<file path="src/rtl/stpd_pkg.sv">
// shared types, constants and the sine table for the sliding tone power detector
package stpd_pkg;

    // default parameter values
    localparam int MAX_WINDOW_DEF   = 128;
    localparam int SAMPLE_WIDTH_DEF = 16;

    // fixed datapath widths
    localparam int PHASE_W     = 32;
    localparam int CFG_DATA_W  = 32;
    localparam int CFG_IDX_W   = 1;
    localparam int WLEN_W      = 8;
    localparam int SUM_W       = 40;
    localparam int SUM_SHIFT   = 7;
    localparam int MUL_W       = SUM_W - SUM_SHIFT;
    localparam int PROD_W      = 2 * MUL_W;
    localparam int HALF_W      = 32;
    localparam int ENTRY_W     = 2 * HALF_W;
    localparam int POWER_W     = 64;
    localparam int TRIG_W      = 17;

    localparam logic [WLEN_W-1:0] WINDOW_LEN_RESET = 8'd25;

    // configuration register indexes
    typedef enum logic [CFG_IDX_W-1:0] {
        CFG_PHASE_STEP = 1'b0,
        CFG_WINDOW_LEN = 1'b1
    } cfg_index_t;

    // multiplier operand selection
    typedef enum logic [1:0] {
        MUL_COS   = 2'd0,
        MUL_NSIN  = 2'd1,
        MUL_SQ_RE = 2'd2,
        MUL_SQ_IM = 2'd3
    } mul_sel_t;

    // controller states
    typedef enum logic [2:0] {
        ST_IDLE   = 3'd0,
        ST_MIX_RE = 3'd1,
        ST_MIX_IM = 3'd2,
        ST_UPDATE = 3'd3,
        ST_SQ_RE  = 3'd4,
        ST_SQ_IM  = 3'd5,
        ST_DONE   = 3'd6
    } state_t;

    // controller to datapath
    typedef struct packed {
        logic     accept;
        mul_sel_t mul_sel;
        logic     cap_re;
        logic     update;
        logic     cap_sq;
        logic     load_out;
    } dp_cmd_t;

    // datapath to controller
    typedef struct packed {
        logic emit;
        logic out_busy;
    } dp_status_t;

    typedef logic [0:64][15:0] quarter_rom_t;

    // quarter wave of sin in Q1.15 from the integer cosine recurrence
    function automatic quarter_rom_t build_quarter_rom();
        quarter_rom_t rom;
        longint prev;
        longint cur;
        longint nxt;
        longint val;
        prev   = 0;
        cur    = 64'sd26350943;
        rom[0] = 16'd0;
        rom[1] = 16'((cur + 64'sd16384) >>> 15);
        for (int k = 1; k < 64; k++) begin
            nxt  = ((64'sd2146836866 * cur + (64'sd1 <<< 29)) >>> 30) - prev;
            prev = cur;
            cur  = nxt;
            val  = (nxt < 0) ? 64'sd0 : nxt;
            val  = (val + 64'sd16384) >>> 15;
            if (val > 64'sd32767) begin
                val = 64'sd32767;
            end
            rom[k+1] = 16'(val);
        end
        return rom;
    endfunction

    localparam quarter_rom_t QUARTER_ROM = build_quarter_rom();

    // full-cycle sine lookup, 256 points, mirrored and negated quadrants
    function automatic logic signed [TRIG_W-1:0] rom_sin(input logic [7:0] addr);
        logic [5:0]               k;
        logic [6:0]               mk;
        logic [15:0]              v;
        logic signed [TRIG_W-1:0] sv;
        k  = addr[5:0];
        mk = 7'd64 - {1'b0, k};
        v  = addr[6] ? QUARTER_ROM[mk] : QUARTER_ROM[k];
        sv = $signed({1'b0, v});
        return addr[7] ? -sv : sv;
    endfunction

endpackage

</file>
<file path="src/rtl/stpd_ctrl.sv">
// sequencing state machine of the sliding tone power detector
module stpd_ctrl (
    input  logic                 aclk,
    input  logic                 aresetn,
    input  logic                 s_valid,
    output logic                 s_ready,
    output stpd_pkg::dp_cmd_t    cmd,
    input  stpd_pkg::dp_status_t status
);
    import stpd_pkg::*;

    state_t state_reg;
    state_t state_next;

    // state register
    always_ff @(posedge aclk) begin
        if (!aresetn) begin
            state_reg <= ST_IDLE;
        end else begin
            state_reg <= state_next;
        end
    end

    // next state
    always_comb begin
        state_next = state_reg;
        unique case (state_reg)
            ST_IDLE: begin
                if (s_valid) begin
                    state_next = ST_MIX_RE;
                end
            end
            ST_MIX_RE: state_next = ST_MIX_IM;
            ST_MIX_IM: state_next = ST_UPDATE;
            ST_UPDATE: state_next = status.emit ? ST_SQ_RE : ST_IDLE;
            ST_SQ_RE:  state_next = ST_SQ_IM;
            ST_SQ_IM:  state_next = ST_DONE;
            ST_DONE: begin
                if (!status.out_busy) begin
                    state_next = ST_IDLE;
                end
            end
            default:   state_next = ST_IDLE;
        endcase
    end

    // outputs
    always_comb begin
        s_ready      = 1'b0;
        cmd          = '0;
        cmd.mul_sel  = MUL_COS;
        unique case (state_reg)
            ST_IDLE: begin
                s_ready    = 1'b1;
                cmd.accept = s_valid;
            end
            ST_MIX_RE: cmd.mul_sel = MUL_COS;
            ST_MIX_IM: begin
                cmd.mul_sel = MUL_NSIN;
                cmd.cap_re  = 1'b1;
            end
            ST_UPDATE: cmd.update = 1'b1;
            ST_SQ_RE:  cmd.mul_sel = MUL_SQ_RE;
            ST_SQ_IM: begin
                cmd.mul_sel = MUL_SQ_IM;
                cmd.cap_sq  = 1'b1;
            end
            ST_DONE: begin
                cmd.mul_sel  = MUL_SQ_IM;
                cmd.load_out = !status.out_busy;
            end
            default: s_ready = 1'b0;
        endcase
    end

endmodule

</file>
<file path="config.mk">
export PLATFORM = sky130hd
export DESIGN_NAME = stpd_ctrl
export DESIGN_NICKNAME = d
export VERILOG_FILES = /design/src/rtl/stpd_pkg.sv /design/src/rtl/stpd_ctrl.sv
export SDC_FILE = /design/constraint.sdc
export NUM_CORES = 1
export LEC_CHECK = 0
export BUFFER_PORTS_ARGS = -buffer_cell sky130_fd_sc_hd__buf_2
export CORE_AREA = 5 5 42 44
export DETAILED_ROUTE_END_ITERATION = 8
export DIE_AREA = 0 0 47 49
export GPL_ROUTABILITY_DRIVEN = 0
export PLACE_DENSITY_LB_ADDON = 0.12
export SLEW_MARGIN = 10
export SYNTH_ARGS = -nofsm -noshare
export SYNTH_HDL_FRONTEND = slang
export SYNTH_SLANG_ARGS = --single-unit
</file>
<file path="constraint.sdc">
create_clock -name aclk -period 1.4 [get_ports aclk]
set_clock_uncertainty 0.1 [all_clocks]
set_input_delay 0.07 -clock aclk [delete_from_list [all_inputs] [get_ports aclk]]
set_output_delay 0.07 -clock aclk [all_outputs]
set_load 0.05 [all_outputs]
</file>
==> metrics, run 1 <==
R2R Setup Slk 0.24 ns; Design Power about 0.52 mW; RR Endpoint state_reg[2]; CP Max Fanout 4; FF-to-FF Start state_reg[1]; Gate Count Post-Synth 27; Post-DRT Antenna Nets 0; fill count 156; EDFF count, synth 0; Synth top area share 28.92%; CTS Sinks 3; synth warn 0; Worst-path clk slew 0.04 ns; die height 49 um; Worst setup endpoint cmd[4]; hold crit path type in2reg; TritonRoute pass-1 iters 1; net count after synthesis 32; Main synth FF type dfxtp_1; max_cap viols 0; Slew @ Worst Pin 0.3238 ns; share of layout cells above drive strength 1 a little under two thirds; Worst VDD drop 358.1 uV; die span in x between 40 and 50 um; P&R area growth vs syn 102.4%; Final Max Slew Viols 0; Pleak 0.2071 nW; total CTS buffers 3; initial antenna violation count 0; Nets 53; n_diodes 0; number of flip-flops in the largest register 3; minimum clock period approximately 1.3 ns; Peak Freq 747.3 MHz; commonest non-fill, non-tap cells in the layout buf_2 (9), inv_1 (4), buf_4 (4); unrepaired setup endpoints after global routing no; Worst Setup Start Kind flop; status completed; Area contributors post-synth dfxtp_1 (29%), nor3_1 (7.2%), a221oi_2 (7.2%); R2R cell count 4; vias in the first global route 237; die area 2303 sq um; via count 246; final wirelength 572 um; Mapped Area 207.7 sq um; CTS tree done; Root Buffer clkbuf_4; synth unique cells 17; Inst Count DP 56; flop and latch count out of synthesis 3; crit end category output pin; Non-Filler Instances 63; GRT Total Usage 5.779%; Critical path origin state_reg[0]; Worst-Skew Late Latency between 0.2 and 0.25 ns; clock buffer depth 2; PD cells 1241 nW/um^2; Rel. slew slack 77.85%; post-synthesis sequential area ratio 28.92%; required time worst endpoint roughly 1.2 ns; I/O Pins 13; arrival time worst endpoint 1.17 ns; Crit Path Category reg2out; WL/cell 9.079 um; commonest non-fill, non-tap cell in the layout buf_2; Final setup viols 0; Fin. Hold Viols 0; starting DRC count in detailed routing 0; dpl hpwl 456.3 um; average size of a mapped cell approximately 7.7 sq um; total grt overflow 0; DRC violations left 0; cell taking the most area after synthesis dfxtp_1; Async SR Flop Fraction 0%; Tcrit/Tclk final 95.58%; vias per cell 3.905; largest net degree at the start of global routing 11; Initial Util 14.82%; H-tree depth 1; global-route wire length before repair roughly 950 um; FP Rows 14; Core Area roughly 1400 sq um; PortBufs 12
## synth_stat cells (2+ instances only)
library cell / n
nor3_1: 3
inv_1: 4
and2_1: 2
a21oi_1: 2
dfxtp_1: 3
nor2b_1: 2
## timing repair
action / 4_1_cts / 5_1_grt
setup endpoints to repair: 7 / 4
gates resized for setup: 11 / 4
buffers inserted: 1 / 1
pin swaps: 2 / 2
hold buffers: 1 / 0
endpoints found under the hold margin: 2 / 0
## kinds of logic (layout without fill, tap and decap cells)
family | Yosys count | in the layout | share of synthesized area, %
flops | 3 | 3 | 28.92
buf+inv | 5 | 25 | 9.634
compound gates | 8 | 8 | 29.52
simple gates | 11 | 11 | 31.93
## cell type report
cell class	count	area (sq um)	area share, %
well taps	16	20.02	4.762
repair buffers	17	122.6	29.17
flip-flops and latches	3	66.31	15.77
clock buffers	4	26.28	6.250
multi-input cells	19	170.2	40.48
inverters	4	15.01	3.571
## worst max-delay path, stage by stage, from the launching register on
cell,delay (ns)
dfxtp_2,0.33
nor2b_2,0.15
and2_4,0.15
o21bai_4,0.16
buf_6,0.15
## report_power, final
part	internal [mW]	switching [mW]	leakage (nW)	total, mW
combinational	0.103	0.147	0.166	0.249
clock	0.107	0.0444	0.0150	0.151
sequential	0.0993	0.0219	0.0261	0.121
## per-stage QoR
| step | TNS (ns) | setup WS (ns) | hold slack [ns] | util, % | cell area (sq um) |
|---|---|---|---|---|---|
| floorplan | -0.2351 | -0.08995 | 0.08752 | - | 237.7 |
| global placement | 0 | 0.05873 | 0.2016 | 23.39 | 327.8 |
| detailed placement | 0 | 0.05541 | 0.2020 | 23.39 | 327.8 |
| CTS | -0.002491 | -0.002491 | 0.01297 | 28.39 | 397.9 |
| global route | 0 | 0.01143 | 0.03067 | 30.00 | 420.4 |
| finish | 0 | 0.06187 | 0.02193 | 30.00 | 420.4 |
## how the worst min path moves through the flow
stage             from           end  slack (ns)  cells after the start
2_1_floorplan  aresetn  state_reg[1]        0.09                      1
3_3_place_gp   aresetn  state_reg[1]        0.20                      2
3_5_place_dp   aresetn  state_reg[1]        0.20                      2
4_1_cts        s_valid  state_reg[2]        0.01                      3
5_1_grt        s_valid  state_reg[2]        0.03                      3
6_report       s_valid  state_reg[2]        0.02                      3
## metal layers
metal / part of all wire (%) / track usage (%)
met1: 38 / 6.388
met3: 5.8 / 2.214
met4: 0 / 4.147
met5: 0 / 0
met2: 56 / 8.597
Power figures use the tool's default switching activity.
==> inputs of run 2 (changes only) <==
CTS_BUF_LIST = sky130_fd_sc_hd__clkbuf_16   (was default)
==> metrics, run 2 (same netlist as run 1, synthesis figures left out) <==
largest stage delay on the critical path 0.32 ns; Pleak approximately 0.23 nW; Core Area 1401 sq um; via count 245; dpl hpwl 456.3 um; max_cap viols 0; min setup slack post-route approximately 0.039 ns; Peak Freq 734.8 MHz; Post-DRT Antenna Nets 0; Worst-Skew Late Latency around 0.22 ns; commonest non-fill, non-tap cell in the layout buf_2; Final setup viols 0; status completed; switching part of the total 30.64%; Pint 0.5648 mW; pre-CTS setup slack 0.05541 ns; Non-Filler Instances 62; CP Max Fanout 4; crit path buf inv count 2; I/O Pins 13; Slew @ Worst Pin around 0.32 ns; initial antenna violation count 0; WL/cell 10.05 um; global-route wire length before repair 972 um; sequential power share approximately 15%; PortBufs 12; Rel. slew slack 77.92%; minimum clock period 1.361 ns; TritonRoute pass-1 iters 1; DRC violations left 0; crit end category output pin; total grt overflow 0; FP Rows 14; n_diodes 0; Nets 52; hold crit path type in2reg; CP max stage cell dfxtp_2; Root Buffer clkbuf_16; Psw 0.2495 mW; Comb power frac 29.7%; Crit Path Category reg2out; arrival time worst endpoint 1.19 ns; clock share of power 55.3%; Worst-path clk slew 0.03 ns; vias in the first global route 237; Design Power between 0.8 and 0.9 mW; Worst Setup Start Kind flop; share of layout cells above drive strength 1 63.04%; Top delay family on crit path simple AND/OR/NAND/NOR gates; Inst Count DP 56; CTS Sinks 3; H-tree depth 1; GRT Total Usage 6.483%; worst-path cell chain buf_4, nor3_4, and2_4, buf_8; Final Max Slew Viols 0; number of flip-flops in the largest register 3; clock buffer depth 2; total CTS buffers 3; commonest non-fill, non-tap cells in the layout buf_2 (9), inv_1 (5), buf_4 (4); largest net degree at the start of global routing 11; Tcrit/Tclk final a little over nine tenths; Worst VDD drop 692.3 uV; die span in x 47 um; Fin. Hold Viols 0; Post-Route Utilization between 30% and 40%; P&R area growth vs syn 122.3%; required time worst endpoint 1.23 ns; vias per cell 3.952; die area roughly 2300 sq um; CTS tree done; starting DRC count in detailed routing 0; final wirelength 623 um; PD cells 1764 nW/um^2; Hold WS 0.02805 ns; die height 49 um; Initial Util 14.82%; unrepaired setup endpoints after global routing yes
[run 2: cell types whose count changed in the layout (fill, tap and decap cells not counted), sizes merged]
cell / before / now
buf: 16 / 15
clkbuf: 4 / 3
inv: 4 / 5
[run 2: metrics by stage]
stage	TNS (ns)	area, sq um
6_report	0	461.7
5_1_grt	-0.008073	461.7
4_1_cts	0	439.2
3_5_place_dp	0	327.8
3_3_place_gp	0	327.8
2_1_floorplan	-0.2351	237.7
[run 2: final timing paths]
path	startpoint	to	slack [ns]	cells after the start
worst max-delay path	state_reg[0]	cmd[6]	0.04	4
worst min-delay path	s_valid	state_reg[2]	0.03	3
worst max register to register	state_reg[0]	state_reg[2]	0.26	4
worst min register to register	state_reg[1]	state_reg[0]	0.45	1
[run 2: power groups by stage]
stage	clock, mW	combinational (mW)	sequential [mW]
floorplan	0	0.162	0.113
finish	0.450	0.242	0.122
global placement	0	0.205	0.120
detailed placement	0	0.206	0.119
CTS	0.463	0.228	0.120
global route	0.474	0.256	0.126
[run 2: routing by layer]
| layer | vias to the layer above | global-route usage [%] | share of wire [%] |
|---|---|---|---|
| li1 | 131 | - | - |
| met1 | 105 | 6.388 | 34 |
| met2 | 7 | 8.824 | 54 |
| met3 | 2 | 3.321 | 7.9 |
| met4 | 0 | 6.912 | 3.7 |
| met5 | - | 0 | 0 |
[run 2: worst register-to-register path, cell delays in order, from the launching register on]
cell and delay (ns):
dfxtp_2 0.32, buf_4 0.15, and3b_2 0.19, a21oi_1 0.18, a221oi_2 0.07
[run 2: final cells by class]
type	instances	area [sq um]
fill	154	939.7
multi-input combinational	19	170.2
timing repair buffer	16	111.4
clock buffer	3	75.07
sequential	3	66.31
tap	16	20.02
inverter	4	15.01
clock inverter	1	3.754
[run 2: repair_timing]
action                                  in CTS  in global routing
endpoints found under the setup margin       5                  5
hold buffers                                 1                  0
buffers inserted                             0                  1
gates cloned                                 0                  0
endpoints found under the hold margin        1                  0
pin swaps                                    0                  1
gates resized for setup                      9                  6
